--- config.mk ---
export PLATFORM = sky130hd
export DESIGN_NAME = encoder_bang_bang_position_servo_flat
export DESIGN_NICKNAME = d
export VERILOG_FILES = /design/src/sv/bbservo_pkg.sv /design/src/sv/bbservo_if.sv /design/src/sv/bbservo_cfg.sv /design/src/sv/encoder_bang_bang_position_servo.sv /design/src/flat_wrapper.sv
export SDC_FILE = /design/constraint.sdc
export NUM_CORES = 1
export LEC_CHECK = 0
export BUFFER_PORTS_ARGS = -buffer_cell sky130_fd_sc_hd__buf_4
export CAP_MARGIN = 20
export CORE_MARGIN = 10
export CORE_UTILIZATION = 35
export CTS_CLUSTER_DIAMETER = 100
export CTS_CLUSTER_SIZE = 28
export DETAILED_ROUTE_END_ITERATION = 12
export HOLD_SLACK_MARGIN = 0.03
export SETUP_SLACK_MARGIN = 0.1
export SYNTH_ARGS = -nofsm -noshare
export SYNTH_HDL_FRONTEND = slang
export SYNTH_SLANG_ARGS = --single-unit
--- constraint.sdc ---
create_clock -name clk -period 23.8 [get_ports clk]
set_input_delay 3.57 -clock clk [delete_from_list [all_inputs] [get_ports clk]]
set_output_delay 3.57 -clock clk [all_outputs]
set_load 0.01 [all_outputs]
--- src/sv/bbservo_pkg.sv ---
package bbservo_pkg;

    localparam int COUNT_WIDTH_DEF = 32;
    localparam int TIMER_WIDTH_DEF = 16;

    localparam int VALUE_W = 32;
    localparam int TOL_W = 16;
    localparam int TICKS_W = 16;

    localparam int CMD_W = 3;
    typedef logic [CMD_W-1:0] cmd_t;

    localparam cmd_t CMD_EDGE = 3'd0;
    localparam cmd_t CMD_TICK = 3'd1;
    localparam cmd_t CMD_SET = 3'd2;
    localparam cmd_t CMD_CHANGE = 3'd3;
    localparam cmd_t CMD_HOME = 3'd4;

    localparam int CFG_INDEX_W = 3;
    localparam int CFG_DATA_W = 32;
    typedef logic [CFG_INDEX_W-1:0] cfg_index_t;

    localparam cfg_index_t REG_TOLERANCE = 3'd0;
    localparam cfg_index_t REG_MIN_TARGET = 3'd1;
    localparam cfg_index_t REG_PROBE = 3'd2;
    localparam cfg_index_t REG_SETTLE = 3'd3;
    localparam cfg_index_t REG_STALL = 3'd4;

    localparam logic [TOL_W-1:0] TOL_RESET = 16'd10;
    localparam logic [VALUE_W-1:0] MIN_TARGET_RESET = 32'd0;
    localparam logic [TICKS_W-1:0] PROBE_RESET = 16'd100;
    localparam logic [TICKS_W-1:0] SETTLE_RESET = 16'd500;
    localparam logic [TICKS_W-1:0] STALL_RESET = 16'd50;

endpackage

--- src/sv/bbservo_if.sv ---
interface bbservo_in_if;
    import bbservo_pkg::*;

    logic valid;
    logic ready;
    cmd_t cmd;
    logic encoder_b;
    logic signed [VALUE_W-1:0] target_value;

    modport source (output valid, cmd, encoder_b, target_value, input ready);
    modport sink (input valid, cmd, encoder_b, target_value, output ready);
endinterface

interface bbservo_out_if;
    import bbservo_pkg::*;

    logic valid;
    logic ready;
    logic drive_a;
    logic drive_b;
    logic [1:0] motion_state;
    logic is_homed;
    logic homing_busy;
    logic signed [VALUE_W-1:0] position_pulses;
    logic signed [VALUE_W-1:0] target_pulses;

    modport source (output valid, drive_a, drive_b, motion_state, is_homed, homing_busy,
                    position_pulses, target_pulses, input ready);
    modport sink (input valid, drive_a, drive_b, motion_state, is_homed, homing_busy,
                  position_pulses, target_pulses, output ready);
endinterface

--- src/sv/bbservo_cfg.sv ---
module bbservo_cfg #(
    parameter int COUNT_WIDTH = bbservo_pkg::COUNT_WIDTH_DEF,
    parameter int TIMER_WIDTH = bbservo_pkg::TIMER_WIDTH_DEF
) (
    input  logic                                 clk,
    input  logic                                 rst_n,
    input  logic                                 cfg_we,
    input  logic [bbservo_pkg::CFG_INDEX_W-1:0]  cfg_index,
    input  logic [bbservo_pkg::CFG_DATA_W-1:0]   cfg_data,
    output logic [bbservo_pkg::TOL_W-1:0]        tolerance,
    output logic [COUNT_WIDTH-1:0]               min_target,
    output logic [TIMER_WIDTH-1:0]               probe_limit,
    output logic [TIMER_WIDTH-1:0]               settle_limit,
    output logic [TIMER_WIDTH-1:0]               stall_limit
);
    import bbservo_pkg::*;

    localparam int MW = (COUNT_WIDTH > VALUE_W ? COUNT_WIDTH : VALUE_W) + 1;
    localparam int LW = (TIMER_WIDTH > TICKS_W ? TIMER_WIDTH : TICKS_W);

    logic [TOL_W-1:0]   tol_reg;
    logic [VALUE_W-1:0] min_reg;
    logic [TICKS_W-1:0] probe_reg;
    logic [TICKS_W-1:0] settle_reg;
    logic [TICKS_W-1:0] stall_reg;

    logic signed [MW-1:0] min_ext;
    logic signed [MW-1:0] cmax_ext;
    logic signed [MW-1:0] cmin_ext;
    logic signed [MW-1:0] min_clamped;

    // zero acts as one tick; values past the timer range saturate
    function automatic logic [TIMER_WIDTH-1:0] tick_limit(input logic [TICKS_W-1:0] raw);
        logic [LW-1:0] raw_ext;
        logic [LW-1:0] tmax_ext;
        logic [LW-1:0] lim;
        raw_ext = LW'(raw);
        tmax_ext = LW'({TIMER_WIDTH{1'b1}});
        if (raw == '0)
            lim = LW'(1);
        else if (raw_ext > tmax_ext)
            lim = tmax_ext;
        else
            lim = raw_ext;
        return lim[TIMER_WIDTH-1:0];
    endfunction

    always_ff @(posedge clk or negedge rst_n)
    begin
        if (!rst_n)
        begin
            tol_reg    <= TOL_RESET;
            min_reg    <= MIN_TARGET_RESET;
            probe_reg  <= PROBE_RESET;
            settle_reg <= SETTLE_RESET;
            stall_reg  <= STALL_RESET;
        end
        else if (cfg_we)
        begin
            case (cfg_index)
                REG_TOLERANCE:  tol_reg    <= cfg_data[TOL_W-1:0];
                REG_MIN_TARGET: min_reg    <= cfg_data[VALUE_W-1:0];
                REG_PROBE:      probe_reg  <= cfg_data[TICKS_W-1:0];
                REG_SETTLE:     settle_reg <= cfg_data[TICKS_W-1:0];
                REG_STALL:      stall_reg  <= cfg_data[TICKS_W-1:0];
                default:        ;
            endcase
        end
    end

    // minimum target clamped into the signed count range
    assign min_ext  = {{(MW-VALUE_W){min_reg[VALUE_W-1]}}, min_reg};
    assign cmax_ext = {{(MW-COUNT_WIDTH+1){1'b0}}, {(COUNT_WIDTH-1){1'b1}}};
    assign cmin_ext = ~cmax_ext;

    always_comb
    begin
        if (min_ext > cmax_ext)
            min_clamped = cmax_ext;
        else if (min_ext < cmin_ext)
            min_clamped = cmin_ext;
        else
            min_clamped = min_ext;
    end

    assign tolerance    = tol_reg;
    assign min_target   = min_clamped[COUNT_WIDTH-1:0];
    assign probe_limit  = tick_limit(probe_reg);
    assign settle_limit = tick_limit(settle_reg);
    assign stall_limit  = tick_limit(stall_reg);

endmodule

--- src/sv/encoder_bang_bang_position_servo.sv ---
// Bang-bang position servo with stall homing. Every command (encoder edge, 1 ms tick,
// set or change target, start homing) is handled in the clock cycle in which it is
// transferred: that cycle updates the counter, target, drive and homing state and loads
// the result register, so a new command is taken every cycle while input ready is high
// and one result leaves per command, in order. The result register decouples the two
// channels: input ready is low only while a result is held and the sink is not ready.
// The pulse counter wraps at COUNT_WIDTH bits; the homing timer is TIMER_WIDTH bits and
// saturates. Target commands are ignored until homing has completed once and while homing runs.
module encoder_bang_bang_position_servo #(
    parameter int COUNT_WIDTH = bbservo_pkg::COUNT_WIDTH_DEF,
    parameter int TIMER_WIDTH = bbservo_pkg::TIMER_WIDTH_DEF
) (
    input  logic                                clk,
    input  logic                                rst_n,
    input  logic                                cfg_we,
    input  logic [bbservo_pkg::CFG_INDEX_W-1:0] cfg_index,
    input  logic [bbservo_pkg::CFG_DATA_W-1:0]  cfg_data,
    bbservo_in_if.sink                          items,
    bbservo_out_if.source                       results
);
    import bbservo_pkg::*;

    localparam int EW = (COUNT_WIDTH > VALUE_W ? COUNT_WIDTH : VALUE_W) + 2;

    typedef enum logic [1:0] {DRV_BRAKE, DRV_FWD, DRV_BACK} drive_t;
    typedef enum logic [1:0] {PH_IDLE, PH_PROBE, PH_SETTLE, PH_BACK} phase_t;
    typedef enum logic [1:0] {MS_IN, MS_LOW, MS_HIGH} motion_t;

    logic [TOL_W-1:0]       tolerance;
    logic [COUNT_WIDTH-1:0] min_target;
    logic [TIMER_WIDTH-1:0] probe_limit;
    logic [TIMER_WIDTH-1:0] settle_limit;
    logic [TIMER_WIDTH-1:0] stall_limit;

    logic [COUNT_WIDTH-1:0] pulse_reg, pulse_next;
    logic [COUNT_WIDTH-1:0] target_reg, target_next;
    logic [COUNT_WIDTH-1:0] snap_reg, snap_next;
    logic [TIMER_WIDTH-1:0] timer_reg, timer_next;
    motion_t                motion_reg, motion_next;
    drive_t                 drive_reg, drive_next;
    phase_t                 phase_reg, phase_next;
    logic                   homed_reg, homed_next;
    logic                   swapped_reg, swapped_next;

    logic                   out_valid_reg;
    logic                   drive_a_reg, drive_b_reg;
    logic [1:0]             motion_out_reg;
    logic                   homed_out_reg, busy_out_reg;
    logic [VALUE_W-1:0]     position_out_reg, target_out_reg;

    logic                   accept;
    logic                   tgt_ok;
    logic                   is_edge, is_set, is_change;
    logic [COUNT_WIDTH-1:0] pulse_step;
    logic [TIMER_WIDTH-1:0] timer_inc;
    logic [TIMER_WIDTH-1:0] tick_lim;
    logic                   tick_done;
    logic [COUNT_WIDTH-1:0] probe_delta;
    logic                   stalled;
    logic                   finish;
    logic                   take;
    logic                   band;

    logic signed [EW-1:0]   tgt_ext, val_ext, lo_ext, cmax_ext, cmin_ext;
    logic signed [EW-1:0]   sum_ext, sat_ext, cand_ext, clamped_ext;
    logic [COUNT_WIDTH-1:0] take_tgt;
    logic [COUNT_WIDTH-1:0] err_a, err_b, err;
    logic signed [EW-1:0]   err_ext, tol_ext, ntol_ext;
    logic                   pin_a, pin_b;

    bbservo_cfg #(
        .COUNT_WIDTH (COUNT_WIDTH),
        .TIMER_WIDTH (TIMER_WIDTH)
    ) u_cfg (
        .clk          (clk),
        .rst_n        (rst_n),
        .cfg_we       (cfg_we),
        .cfg_index    (cfg_index),
        .cfg_data     (cfg_data),
        .tolerance    (tolerance),
        .min_target   (min_target),
        .probe_limit  (probe_limit),
        .settle_limit (settle_limit),
        .stall_limit  (stall_limit)
    );

    assign items.ready = !out_valid_reg || results.ready;
    assign accept = items.valid && items.ready;

    assign is_edge   = (items.cmd == CMD_EDGE);
    assign is_set    = (items.cmd == CMD_SET);
    assign is_change = (items.cmd == CMD_CHANGE);
    assign tgt_ok    = homed_reg && (phase_reg == PH_IDLE);

    assign pulse_step = items.encoder_b ? pulse_reg + 1'b1 : pulse_reg - 1'b1;

    // homing timer
    assign timer_inc = (timer_reg == {TIMER_WIDTH{1'b1}}) ? timer_reg : timer_reg + 1'b1;

    always_comb
    begin
        case (phase_reg)
            PH_PROBE:  tick_lim = probe_limit;
            PH_SETTLE: tick_lim = settle_limit;
            default:   tick_lim = stall_limit;
        endcase
    end

    assign tick_done   = (timer_inc >= tick_lim);
    assign probe_delta = pulse_reg - snap_reg;
    assign stalled     = (pulse_reg == snap_reg);
    assign finish      = (items.cmd == CMD_TICK) && (phase_reg == PH_BACK) && tick_done && stalled;
    assign take        = ((is_set || is_change) && tgt_ok) || finish;

    // new target: the set value, a saturating nudge, or the minimum on homing; then clamp at the minimum
    assign tgt_ext  = {{(EW-COUNT_WIDTH){target_reg[COUNT_WIDTH-1]}}, target_reg};
    assign val_ext  = {{(EW-VALUE_W){items.target_value[VALUE_W-1]}}, items.target_value};
    assign lo_ext   = {{(EW-COUNT_WIDTH){min_target[COUNT_WIDTH-1]}}, min_target};
    assign cmax_ext = {{(EW-COUNT_WIDTH+1){1'b0}}, {(COUNT_WIDTH-1){1'b1}}};
    assign cmin_ext = ~cmax_ext;
    assign sum_ext  = tgt_ext + val_ext;

    always_comb
    begin
        if (sum_ext > cmax_ext)
            sat_ext = cmax_ext;
        else if (sum_ext < cmin_ext)
            sat_ext = cmin_ext;
        else
            sat_ext = sum_ext;

        if (finish)
            cand_ext = lo_ext;
        else if (is_set)
            cand_ext = val_ext;
        else
            cand_ext = sat_ext;

        clamped_ext = (cand_ext < lo_ext) ? lo_ext : cand_ext;
    end

    assign take_tgt = clamped_ext[COUNT_WIDTH-1:0];

    // one error for whichever path runs this cycle
    assign err_a = is_edge ? pulse_step : (finish ? '0 : pulse_reg);
    assign err_b = take ? take_tgt : target_reg;
    assign err   = err_a - err_b;

    assign err_ext  = {{(EW-COUNT_WIDTH){err[COUNT_WIDTH-1]}}, err};
    assign tol_ext  = {{(EW-TOL_W){1'b0}}, tolerance};
    assign ntol_ext = -tol_ext;

    assign band = (is_edge || (items.cmd == CMD_TICK)) && (phase_reg == PH_IDLE);

    always_comb
    begin
        pulse_next   = pulse_reg;
        target_next  = target_reg;
        snap_next    = snap_reg;
        timer_next   = timer_reg;
        motion_next  = motion_reg;
        drive_next   = drive_reg;
        phase_next   = phase_reg;
        homed_next   = homed_reg;
        swapped_next = swapped_reg;

        if (accept)
        begin
            case (items.cmd)
                CMD_EDGE:
                begin
                    pulse_next = pulse_step;
                end
                CMD_TICK:
                begin
                    case (phase_reg)
                        PH_PROBE:
                        begin
                            timer_next = timer_inc;
                            if (tick_done)
                            begin
                                drive_next = DRV_BRAKE;
                                phase_next = PH_SETTLE;
                                timer_next = '0;
                            end
                        end
                        PH_SETTLE:
                        begin
                            timer_next = timer_inc;
                            if (tick_done)
                            begin
                                if (probe_delta[COUNT_WIDTH-1])
                                    swapped_next = !swapped_reg;
                                drive_next = DRV_BACK;
                                snap_next  = pulse_reg;
                                phase_next = PH_BACK;
                                timer_next = '0;
                            end
                        end
                        PH_BACK:
                        begin
                            timer_next = timer_inc;
                            if (tick_done)
                            begin
                                timer_next = '0;
                                if (stalled)
                                begin
                                    drive_next = DRV_BRAKE;
                                    pulse_next = '0;
                                    homed_next = 1'b1;
                                    phase_next = PH_IDLE;
                                end
                                else
                                    snap_next = pulse_reg;
                            end
                        end
                        default: ;
                    endcase
                end
                CMD_HOME:
                begin
                    if (phase_reg == PH_IDLE)
                    begin
                        snap_next  = pulse_reg;
                        drive_next = DRV_FWD;
                        timer_next = '0;
                        phase_next = PH_PROBE;
                    end
                end
                default: ;
            endcase

            if (take)
            begin
                target_next = take_tgt;
                if (err_ext > tol_ext)
                begin
                    motion_next = MS_HIGH;
                    drive_next  = DRV_BACK;
                end
                else if (err_ext < ntol_ext)
                begin
                    motion_next = MS_LOW;
                    drive_next  = DRV_FWD;
                end
                else
                begin
                    motion_next = MS_IN;
                    drive_next  = DRV_BRAKE;
                end
            end
            else if (band)
            begin
                if ((motion_reg == MS_LOW && err_ext > ntol_ext) ||
                    (motion_reg == MS_HIGH && err_ext < tol_ext))
                    motion_next = MS_IN;
                if (motion_next == MS_IN)
                    drive_next = DRV_BRAKE;
            end
        end
    end

    always_comb
    begin
        case (drive_next)
            DRV_FWD:
            begin
                pin_a = 1'b1;
                pin_b = 1'b0;
            end
            DRV_BACK:
            begin
                pin_a = 1'b0;
                pin_b = 1'b1;
            end
            default:
            begin
                pin_a = 1'b1;
                pin_b = 1'b1;
            end
        endcase
    end

    always_ff @(posedge clk or negedge rst_n)
    begin
        if (!rst_n)
        begin
            pulse_reg     <= '0;
            target_reg    <= '0;
            snap_reg      <= '0;
            timer_reg     <= '0;
            motion_reg    <= MS_IN;
            drive_reg     <= DRV_BRAKE;
            phase_reg     <= PH_IDLE;
            homed_reg     <= 1'b0;
            swapped_reg   <= 1'b0;
            out_valid_reg <= 1'b0;
        end
        else
        begin
            pulse_reg   <= pulse_next;
            target_reg  <= target_next;
            snap_reg    <= snap_next;
            timer_reg   <= timer_next;
            motion_reg  <= motion_next;
            drive_reg   <= drive_next;
            phase_reg   <= phase_next;
            homed_reg   <= homed_next;
            swapped_reg <= swapped_next;
            if (accept)
                out_valid_reg <= 1'b1;
            else if (results.ready)
                out_valid_reg <= 1'b0;
        end
    end

    always_ff @(posedge clk)
    begin
        if (accept)
        begin
            drive_a_reg      <= swapped_next ? pin_b : pin_a;
            drive_b_reg      <= swapped_next ? pin_a : pin_b;
            motion_out_reg   <= motion_next;
            homed_out_reg    <= homed_next;
            busy_out_reg     <= (phase_next != PH_IDLE);
            position_out_reg <= VALUE_W'(pulse_next);
            target_out_reg   <= VALUE_W'(target_next);
        end
    end

    assign results.valid           = out_valid_reg;
    assign results.drive_a         = drive_a_reg;
    assign results.drive_b         = drive_b_reg;
    assign results.motion_state    = motion_out_reg;
    assign results.is_homed        = homed_out_reg;
    assign results.homing_busy     = busy_out_reg;
    assign results.position_pulses = position_out_reg;
    assign results.target_pulses   = target_out_reg;

    a_homed_sticky: assert property (@(posedge clk) disable iff (!rst_n)
        homed_reg |=> homed_reg)
        else $error("homed flag dropped");

    a_target_locked: assert property (@(posedge clk) disable iff (!rst_n)
        !homed_reg |=> (homed_reg || $stable(target_reg)))
        else $error("target moved before homing");

    a_motion_frozen: assert property (@(posedge clk) disable iff (!rst_n)
        (phase_reg != PH_IDLE) |=> (phase_reg == PH_IDLE || $stable(motion_reg)))
        else $error("motion state changed during homing");

    a_brake_in_band: assert property (@(posedge clk) disable iff (!rst_n)
        (phase_reg == PH_IDLE && motion_reg == MS_IN) |-> (drive_reg == DRV_BRAKE))
        else $error("motor driven while in band");

    a_timer_idle: assert property (@(posedge clk) disable iff (!rst_n)
        (phase_reg == PH_IDLE) |-> (timer_reg == '0))
        else $error("homing timer running while idle");

endmodule
--- src/flat_wrapper.sv ---
// flat-port wrapper written by rule: the top's interface ports become plain ports
module encoder_bang_bang_position_servo_flat import bbservo_pkg::*;
#(
    parameter int COUNT_WIDTH = bbservo_pkg::COUNT_WIDTH_DEF,
    parameter int TIMER_WIDTH = bbservo_pkg::TIMER_WIDTH_DEF
)
  (clk, rst_n, cfg_we, cfg_index, cfg_data, items_valid, items_cmd, items_encoder_b, items_target_value, items_ready, results_valid, results_drive_a, results_drive_b, results_motion_state, results_is_homed, results_homing_busy, results_position_pulses, results_target_pulses, results_ready);
  bbservo_in_if items_i ();
  bbservo_out_if results_i ();
  input  logic clk;
  input  logic rst_n;
  input  logic cfg_we;
  input  logic [bbservo_pkg::CFG_INDEX_W-1:0] cfg_index;
  input  logic [bbservo_pkg::CFG_DATA_W-1:0] cfg_data;
  input wire logic [$bits(items_i.valid)-1:0] items_valid;
  input wire logic [$bits(items_i.cmd)-1:0] items_cmd;
  input wire logic [$bits(items_i.encoder_b)-1:0] items_encoder_b;
  input wire logic [$bits(items_i.target_value)-1:0] items_target_value;
  output wire logic [$bits(items_i.ready)-1:0] items_ready;
  output wire logic [$bits(results_i.valid)-1:0] results_valid;
  output wire logic [$bits(results_i.drive_a)-1:0] results_drive_a;
  output wire logic [$bits(results_i.drive_b)-1:0] results_drive_b;
  output wire logic [$bits(results_i.motion_state)-1:0] results_motion_state;
  output wire logic [$bits(results_i.is_homed)-1:0] results_is_homed;
  output wire logic [$bits(results_i.homing_busy)-1:0] results_homing_busy;
  output wire logic [$bits(results_i.position_pulses)-1:0] results_position_pulses;
  output wire logic [$bits(results_i.target_pulses)-1:0] results_target_pulses;
  input wire logic [$bits(results_i.ready)-1:0] results_ready;
  assign items_i.valid = items_valid;
  assign items_i.cmd = items_cmd;
  assign items_i.encoder_b = items_encoder_b;
  assign items_i.target_value = items_target_value;
  assign items_ready = items_i.ready;
  assign results_valid = results_i.valid;
  assign results_drive_a = results_i.drive_a;
  assign results_drive_b = results_i.drive_b;
  assign results_motion_state = results_i.motion_state;
  assign results_is_homed = results_i.is_homed;
  assign results_homing_busy = results_i.homing_busy;
  assign results_position_pulses = results_i.position_pulses;
  assign results_target_pulses = results_i.target_pulses;
  assign results_i.ready = results_ready;
  encoder_bang_bang_position_servo #(.COUNT_WIDTH(COUNT_WIDTH), .TIMER_WIDTH(TIMER_WIDTH)) u_core (.clk(clk), .rst_n(rst_n), .cfg_we(cfg_we), .cfg_index(cfg_index), .cfg_data(cfg_data), .items(items_i), .results(results_i));
endmodule
; Word level (Yosys, flattened, before mapping)
; Cells that the tools add are included.
[totals]
register_bits = 287
latchBits = 0
ramBits = 0
romBits = 0
input_bits = 76
output_inout_bits = 72
word_cells = 178
n_memories = 0
[classes]
n_addsub = 7
n_mul = 0
div = 0
magnitude_cmp = 13
eq_ne = 23
shifts = 0
muxes = 79
bitwise_logic = 0
n_reduce_logical = 34
[ops]
columns = op, n
row1 = $mux W32, 16
row2 = $pmux W32 S2, 3
row3 = $mux W16, 10
row4 = $mux W34, 4
row5 = $pmux W16 S2, 2
row6 = $sub A32 B32 Y32, 2
row7 = $gt A16 B16 Y1 const B, 3
row8 = $logic_not A16 Y1, 3
row9 = $mux W2, 23
row10 = $gt A32 B34 Y1, 1
row11 = $gt A34 B32 Y1 const B, 1
row12 = $lt A32 B34 Y1, 1
row13 = $lt A34 B32 Y1, 1
row14 = $lt A34 B32 Y1 const B, 1
row15 = $neg A16 Y34, 1
row16 = $add A32 B32 Y33, 1
row17 = $add A32 B1 Y32 const B, 1
row18 = $eq A32 B32 Y1, 1
row19 = $gt A32 B17 Y1, 1
row20 = $gt A32 B32 Y1 const B, 1
row21 = $lt A32 B17 Y1, 1
row22 = $lt A32 B32 Y1 const B, 1
row23 = $sub A32 B1 Y32 const B, 1
row24 = $mux W1, 17
row25 = other kinds (24), 59

; Depth between registers and ports, before layout
; Gate-level depths: netlist (run 1).
[logic_depth]
depth_word = 27
mapped_depth = 67

; Cells and area by module
; Synthesis (run 1) repeated with hierarchy kept, for this count alone.
[unflattened]
cells_unflattened = 2499
area_unflattened_um2 = 22089.9
[by_module_without_submodules]
columns = module, n_inst, cells_per_inst, area_each_um2, seq_area_each_um2
row1 = encoder_bang_bang_position_servo, 1, 2200, 18009.8, 5129.9
row2 = bbservo_cfg, 1, 299, 4080.2, 2419.8

; Least setup slack after synthesis (run 1)
; No wires, ideal clock.
[synth_path]
path_kind = input -> register
start = in items_target_value[0]
end = reg u_core.drive_a_reg, in the netlist u_core.results.drive_a, data pin
arrival_time_ns = 13.821
required_time_ns = 23.528
slack_ns = 9.707
cell_stages = 59
path_buffers = 4
path_cell_list = ha_1 > inv_1 > fa_1 > and2b_1 > o31a_1 > nor3_1 > o32a_1 > o31ai_4 > nand3_2 > a21oi_4 > nand2_1 > clkbuf_1 > a211oi_1 > a211oi_1 > a21oi_1 > ha_1 > a21oi_1 > o22ai_1 > (+23 left out) > xor2_1 > inv_1 > ha_1 > a21o_1 > a21o_1 > a21o_1 > a21oi_1 > nor2b_1 > o21ai_0 > nand3_1 > a211o_1 > a221oi_1 > nor2_1 > a21oi_1 > o41ai_1 > a21oi_1 > o221ai_2 > mux2i_1
[synth_between]
elab_chain_cells = 25
[synth_rtl]
columns = item, line
row1 = from (decl), flat_wrapper.sv:18  ; input wire logic [$bits(items_i.target_value)-1:0] items_target_value;
row2 = $add A32 B32 Y33, encoder_bang_bang_position_servo.sv:121  ; assign sum_ext = tgt_ext + val_ext;
row3 = $lt A34 B32 Y1, encoder_bang_bang_position_servo.sv:127  ; else if (sum_ext < cmin_ext)
row4 = $mux W34, encoder_bang_bang_position_servo.sv:127
row5 = $mux W34, encoder_bang_bang_position_servo.sv:125  ; if (sum_ext > cmax_ext)
row6 = $mux W34 *, encoder_bang_bang_position_servo.sv:134  ; else if (is_set)
row7 = $mux W34 *, encoder_bang_bang_position_servo.sv:132  ; if (finish)
row8 = $lt A34 B32 Y1, encoder_bang_bang_position_servo.sv:139  ; clamped_ext = (cand_ext < lo_ext) ? lo_ext : cand_ext;
row9 = $mux W32 *, encoder_bang_bang_position_servo.sv:139
row10 = (+9 left out), -
row11 = $logic_not A2 Y1, encoder_bang_bang_position_servo.sv:257  ; if (motion_next == MS_IN)
row12 = $mux W2, encoder_bang_bang_position_servo.sv:257
row13 = $mux W2, encoder_bang_bang_position_servo.sv:252  ; else if (band)
row14 = $mux W2 *, encoder_bang_bang_position_servo.sv:233  ; if (take)
row15 = $mux W2 *, encoder_bang_bang_position_servo.sv:167  ; if (accept)
row16 = $eq A2 B2 Y1 or $eq A2 B1 Y1 (tied branches), encoder_bang_bang_position_servo.sv:265  ; case (drive_next)
row17 = $mux W1, encoder_bang_bang_position_servo.sv:265
row18 = $mux W1 *, encoder_bang_bang_position_servo.sv:321  ; drive_a_reg <= swapped_next ? pin_b : pin_a;
row19 = to (signal assigned), encoder_bang_bang_position_servo.sv:321
row20 = to (decl), encoder_bang_bang_position_servo.sv:46  ; logic drive_a_reg, drive_b_reg;
; Every way passes the cells marked *; elsewhere a longest branch is shown, timed or not. The select of a mux whose other input is x is not followed.
; A chain may end at the register's enable or synchronous reset.

; Worst setup path after layout (run 1)
[layout_path]
start = in items_target_value[0]
end = reg u_core.drive_b_reg, in the netlist u_core.results.drive_b, data pin
[layout_between]
elab_chain_cells = 25
[layout_rtl]
columns = item, line
row1 = $add A32 B32 Y33, encoder_bang_bang_position_servo.sv:121
row2 = $lt A34 B32 Y1, encoder_bang_bang_position_servo.sv:127
row3 = $mux W34, encoder_bang_bang_position_servo.sv:127
row4 = $mux W34, encoder_bang_bang_position_servo.sv:125
row5 = $mux W34 *, encoder_bang_bang_position_servo.sv:134
row6 = $mux W34 *, encoder_bang_bang_position_servo.sv:132
row7 = $lt A34 B32 Y1, encoder_bang_bang_position_servo.sv:139
row8 = $mux W32 *, encoder_bang_bang_position_servo.sv:139
row9 = (+9 left out), -
row10 = $logic_not A2 Y1, encoder_bang_bang_position_servo.sv:257
row11 = $mux W2, encoder_bang_bang_position_servo.sv:257
row12 = $mux W2, encoder_bang_bang_position_servo.sv:252
row13 = $mux W2 *, encoder_bang_bang_position_servo.sv:233
row14 = $mux W2 *, encoder_bang_bang_position_servo.sv:167
row15 = $eq A2 B1 Y1 or $eq A2 B2 Y1 (tied branches), encoder_bang_bang_position_servo.sv:265
row16 = $mux W1, encoder_bang_bang_position_servo.sv:265
row17 = $mux W1 *, encoder_bang_bang_position_servo.sv:322  ; drive_b_reg <= swapped_next ? pin_a : pin_b;
row18 = to (signal assigned), encoder_bang_bang_position_servo.sv:322
row19 = to (decl), encoder_bang_bang_position_servo.sv:46
; Marks and branches as above.

==> results.sh, run 1 <==
export IMPL_stdcell_count=3313
export IMPL_final_nets=2824
export IMPL_fin_tns_setup_ns=0
export IMPL_routabilityCongestion=0.9209
export IMPL_numClockSinks=287
export IMPL_synthDistinctLibCells=98
export IMPL_hold_class="reg2reg"
export IMPL_postLayoutCellArea_sq_mm=0.02406
export IMPL_worst_ep_required_time_ns=24.11
export IMPL_routed_wl_mm=69.80
export IMPL_n_fill_cell=6045
export IMPL_post_cts_buffers=0
export IMPL_start_kind="primary input"
export IMPL_cts_resized=0
export IMPL_final_common_cell="nand2_1"
export IMPL_dr_pass1_iters=5
export IMPL_cp_startpoint="items_target_value[0]"
export IMPL_p_leak_uw=0.01065
export IMPL_rsz0062_at_grt="no"
export IMPL_rows=90
export IMPL_outcome="finished clean"
export IMPL_clock_latency_ns=0.57
export IMPL_hpwl_mm=54.02
export IMPL_p_per_area_mw_per_mm2=132.8
export IMPL_syn_area_per_cell_sq_um=8.838
export IMPL_cp_end_kind="flop"
export IMPL_numPortBuffers=147
export IMPL_core_sq_mm=0.06036
export IMPL_path_max_fanout=24
export IMPL_slowest_stage="a21oi_4"
export IMPL_synth_seq_cells=287
export IMPL_max_stage_delay_ns=0.59
export IMPL_max_freq_ghz=0.06221
export IMPL_die_area_sq_mm=0.07121
export IMPL_drtIter0Drc=1494
export IMPL_reg2reg_from="u_core.timer_reg[4]"
export IMPL_finalHoldViolCount=0
export IMPL_yosys_warnings=0
export IMPL_grt_pass1_wl_mm=107.3
export IMPL_cts_tree="done"
export IMPL_wl_per_cell_microns=21.07
export IMPL_synth_edf_count=70
export IMPL_vias_per_cell=5.664
export IMPL_synthesis_area_sq_mm=0.02133
export IMPL_peakVddDrop_mv=0.06875
export IMPL_post_synth_top_area_fraction_pct=23.82
export IMPL_placed_cell_area_sq_mm=0.02334
export IMPL_cts_root_buffer="clkbuf_16"
export IMPL_overflow=0
export IMPL_ios=148
export IMPL_layout_drive_gt1_share_pct=12.88
export IMPL_worst_slack_ns=7.724
export IMPL_clkTransAtPathRegs_ns=0.10
export IMPL_setup_viol=0
export IMPL_final_cell_mix="263 x nand2_1, 260 x o21ai_0, 226 x ha_1"
export IMPL_antenna_cells=0
export IMPL_cts_htree_levels=1
export IMPL_fp_dieH_microns=266.8
export IMPL_hold_slack_ns=0.5355
export IMPL_holdCritStartpoint="u_core.u_cfg.settle_reg[0]"
export IMPL_critPathKind="in2reg"
export IMPL_drc=0
export IMPL_die_w_microns=266.8
export IMPL_ys_seq_area_share_pct=35.40
export IMPL_hold_buffers=0
export IMPL_post_place_ws_ns=7.353
export IMPL_max_slew_margin_rel_pct=34.79
export IMPL_clockBufferDepth=3
export IMPL_fin_crit_sh_pct=67.55
export IMPL_fin_worst_skew_ns=0.02313
export IMPL_arrival_ns=16.39
export IMPL_numCtsBuffers=19
export IMPL_start_util_pct=35.33
export IMPL_syn_inst=2413
export IMPL_area_growth_pct=12.81
export IMPL_num_vias=18770
export IMPL_ant_nets=0
export IMPL_min_period_ns=16.08
export IMPL_syn_nets=2718
export IMPL_worst_slew_pin_slew_ns=0.9730
export IMPL_synthTopCellsByArea="dfrtp_1 24%, ha_1 13%, edfxtp_1 9.9%, o21ai_0 6.1%, nand2_1 4.6%"
export IMPL_ys_flop_type="dfrtp_1"
export IMPL_cpMostUsedCell="a21oi_1"
export IMPL_dpl_cell_count=3277
export IMPL_cap_violations=0
export IMPL_track_usage_pct=18.99
export IMPL_synth_top_cell_by_area="dfrtp_1"
export IMPL_report_final_slew_viol_count=0
export IMPL_grt_pass1_vias=18430
export IMPL_antenna_found_initial=0
export IMPL_grt_max_degree=89
export IMPL_async_flop_share_pct=75.61
==> layer usage <==
layer	track usage (%)	share of wire, %	up-vias
li1	-	-	9005
met1	25.58	46	9136
met2	31.74	47	537
met3	2.319	5.6	87
met4	4.806	2.3	0
met5	0	0	-
==> power breakdown <==
group	switching (uW)	internal, uW
sequential	115	649
clock	217	165
combinational	1220	834
total	1550	1650
==> worst paths after layout <==
kind,slack [ns],endpoint,cells past startpoint
max,7.72,u_core.results.drive_b,58
min,0.54,u_core.u_cfg.settle_reg[0],1
max reg2reg,9.08,u_core.results.drive_b,62
min reg2reg,0.54,u_core.u_cfg.settle_reg[0],1
max in group asynchronous,19.52,u_core.target_reg[6],2
min in group asynchronous,2.97,u_core.snap_reg[21],1
==> Yosys cell counts (all sizes together), types with 13 or more instances <==
cell type,number
clkbuf,76
nand2b,26
a21oi,190
a22o,21
inv,137
dfstp,14
nor2,164
a31oi,13
and3,17
nand4,34
a211oi,32
mux2,55
buf,16
dfrtp,203
o21ai,267
a22oi,14
o211ai,25
edfxtp,70
nor2b,22
o31ai,20
nand2,264
ha,226
xor2,27
and2,22
nor3,36
a21o,65
nor4,19
nand3,59
o21a,29
xnor2,82
==> logic make-up (layout without fill, tap and decap cells) <==
family,after synthesis,after routing,share of synthesized area [%]
fa+ha+maj,232,232,13.68
buf+inv,229,347,4.089
mux,65,65,3.373
flops,287,287,35.40
xor+xnor,109,109,4.476
compound gates,777,777,23.17
simple gates,714,714,15.81
==> critical path: cells and delay by family <==
| kind | cells | cell delay, ns |
|---|---|---|
| muxes | 2 | 0.39 |
| AOI/OAI and AO/OA | 30 | 7.22 |
| buffers and inverters | 4 | 0.57 |
| adders and majority gates | 6 | 1.91 |
| and+or+nand+nor | 15 | 2.48 |
| xor gates and xnor gates | 1 | 0.24 |
==> cell type report <==
type | count | area, sq um | share of cell area, %
Multi-Input combinational cell | 1897 | 12980 | 53.96
Sequential cell | 287 | 7550 | 31.38
Timing Repair Buffer | 177 | 1364 | 5.669
Tap cell | 782 | 978.4 | 4.067
Inverter | 137 | 516.7 | 2.148
Clock buffer | 21 | 483.0 | 2.007
Clock inverter | 12 | 185.2 | 0.7697
==> metrics by stage <==
step / util, % / total power (uW)
6_report: 39.86 / 3196
5_1_grt: 39.86 / 3466
4_1_cts: 39.78 / 3179
3_5_place_dp: 38.67 / 2779
3_3_place_gp: 38.67 / 2737
2_1_floorplan: - / 2195
(Power assumes the default switching activity.)
==> run 2, diff against run 1 <==
Clock period 23.8 ns to 14.1 ns, I/O delays scaled along.
==> results.sh, run 2 (same netlist as run 1, synthesis figures left out) <==
export IMPL_outcome="finished clean"
export IMPL_min_period_ns=13.17
export IMPL_wl_per_cell_microns=20.84
export IMPL_cts_htree_levels=1
export IMPL_report_final_slew_viol_count=0
export IMPL_fp_dieH_microns=266.8
export IMPL_finalHoldViolCount=0
export IMPL_cts_tree="done"
export IMPL_numCtsBuffers=17
export IMPL_drtIter0Drc=1180
export IMPL_overflow=0
export IMPL_antenna_found_initial=0
export IMPL_core_sq_mm=0.06036
export IMPL_setup_viol=0
export IMPL_hold_buffers=0
export IMPL_start_kind="primary input"
export IMPL_max_stage_delay_ns=0.45
export IMPL_final_nets=2833
export IMPL_layout_drive_gt1_share_pct=13.67
export IMPL_numPortBuffers=147
export IMPL_clock_latency_ns=0.55
export IMPL_drc=0
export IMPL_peakVddDrop_mv=0.09934
export IMPL_worst_slew_pin_slew_ns=1.158
export IMPL_numClockSinks=287
export IMPL_cts_resized=0
export IMPL_cp_buffers_inverters=4
export IMPL_rsz0062_at_grt="no"
export IMPL_slowest_stage="o32a_2"
export IMPL_post_place_ws_ns=0.2596
export IMPL_worst_slack_ns=0.9286
export IMPL_dr_pass1_iters=5
export IMPL_hpwl_mm=53.71
export IMPL_fin_worst_skew_ns=0.02611
export IMPL_final_cell_mix="262 x nand2_1, 260 x o21ai_0, 226 x ha_1"
export IMPL_p_leak_uw=0.01067
export IMPL_fin_crit_sh_pct=93.41
export IMPL_grt_max_degree=86
export IMPL_track_usage_pct=19.03
export IMPL_die_w_microns=266.8
export IMPL_area_growth_pct=13.04
export IMPL_clkTransAtPathRegs_ns=0.11
export IMPL_ios=148
export IMPL_post_cts_buffers=0
export IMPL_start_util_pct=35.33
export IMPL_grt_pass1_wl_mm=108.1
export IMPL_final_common_cell="nand2_1"
export IMPL_grt_pass1_vias=18710
export IMPL_cap_violations=0
export IMPL_clockBufferDepth=3
export IMPL_p_per_area_mw_per_mm2=222.4
export IMPL_vias_per_cell=5.652
export IMPL_antenna_cells=0
export IMPL_critPathKind="in2reg"
export IMPL_cts_root_buffer="clkbuf_16"
export IMPL_path_max_fanout=32
export IMPL_max_freq_ghz=0.07592
export IMPL_num_vias=18770
export IMPL_worst_ep_required_time_ns=14.40
export IMPL_cpMostUsedCell="a21oi_1"
export IMPL_ant_nets=0
export IMPL_hold_class="reg2reg"
export IMPL_cp_top_family="compound AO/OA/AOI/OAI gates"
export IMPL_fin_tns_setup_ns=0
export IMPL_max_slew_margin_rel_pct=22.66
export IMPL_arrival_ns=13.47
export IMPL_routabilityCongestion=0.9565
export IMPL_die_area_sq_mm=0.07121
export IMPL_cp_end_kind="flop"
export IMPL_rows=90
export IMPL_routed_wl_mm=69.19
## run 2: changes by cell type in the layout (fill, tap and decap cells not counted), sizes merged
cell,change
clkinv,-2
clkbuf,-2
buf,+11
## run 2: routing by layer
metal	track usage (%)	wire, microns
met5	0	0
met1	25.95	31880
met4	4.975	1640
met3	1.877	3263
met2	31.65	32410
## run 2: through the flow
| step | power (uW) | std cells | util (%) | cell area, sq um | hold slack (ns) |
|---|---|---|---|---|---|
| 6_report | 5362 | 3320 | 39.94 | 24110 | 0.5213 |
| 5_1_grt | 5850 | 3320 | 39.94 | 24110 | 0.5434 |
| 4_1_cts | 5322 | 3318 | 39.77 | 24000 | 0.5227 |
| 3_5_place_dp | 4710 | 3289 | 38.84 | 23440 | 0.4995 |
| 3_3_place_gp | 4646 | 3288 | 38.83 | 23440 | 0.4888 |
| 2_1_floorplan | 3705 | 2413 | - | 21330 | 0.4435 |
## run 2: final timing paths
kind / from / to / slack [ns] / depth (start not counted)
setup / recovery: items_target_value[0] / u_core.results.drive_b / 0.93 / 58
hold / removal: u_core.u_cfg.probe_reg[0] / u_core.u_cfg.probe_reg[0] / 0.52 / 1
setup reg to reg: u_core.timer_reg[4] / u_core.results.drive_b / 0.95 / 65
hold reg to reg: u_core.u_cfg.probe_reg[0] / u_core.u_cfg.probe_reg[0] / 0.52 / 1
max in group asynchronous: rst_n / u_core.u_cfg.settle_reg[10] / 11.08 / 2
min in group asynchronous: rst_n / u_core.snap_reg[20] / 1.53 / 1
## run 2: cell type report
cell class	count	area, sq um
flip-flops and latches	287	7550
clock buffers	19	432.9
well taps	782	978.4
fillers	6042	36250
repair buffers	188	1459
multi-input cells	1897	13050
clock inverters	10	126.4
inverters	137	516.7
## run 2: power by group
| part | switching (uW) | total [uW] | internal [uW] |
|---|---|---|---|
| Sequential | 190 | 1280 | 1100 |
| Combinational | 2050 | 3490 | 1450 |
| Clock | 342 | 584 | 243 |
| Total | 2580 | 5360 | 2780 |
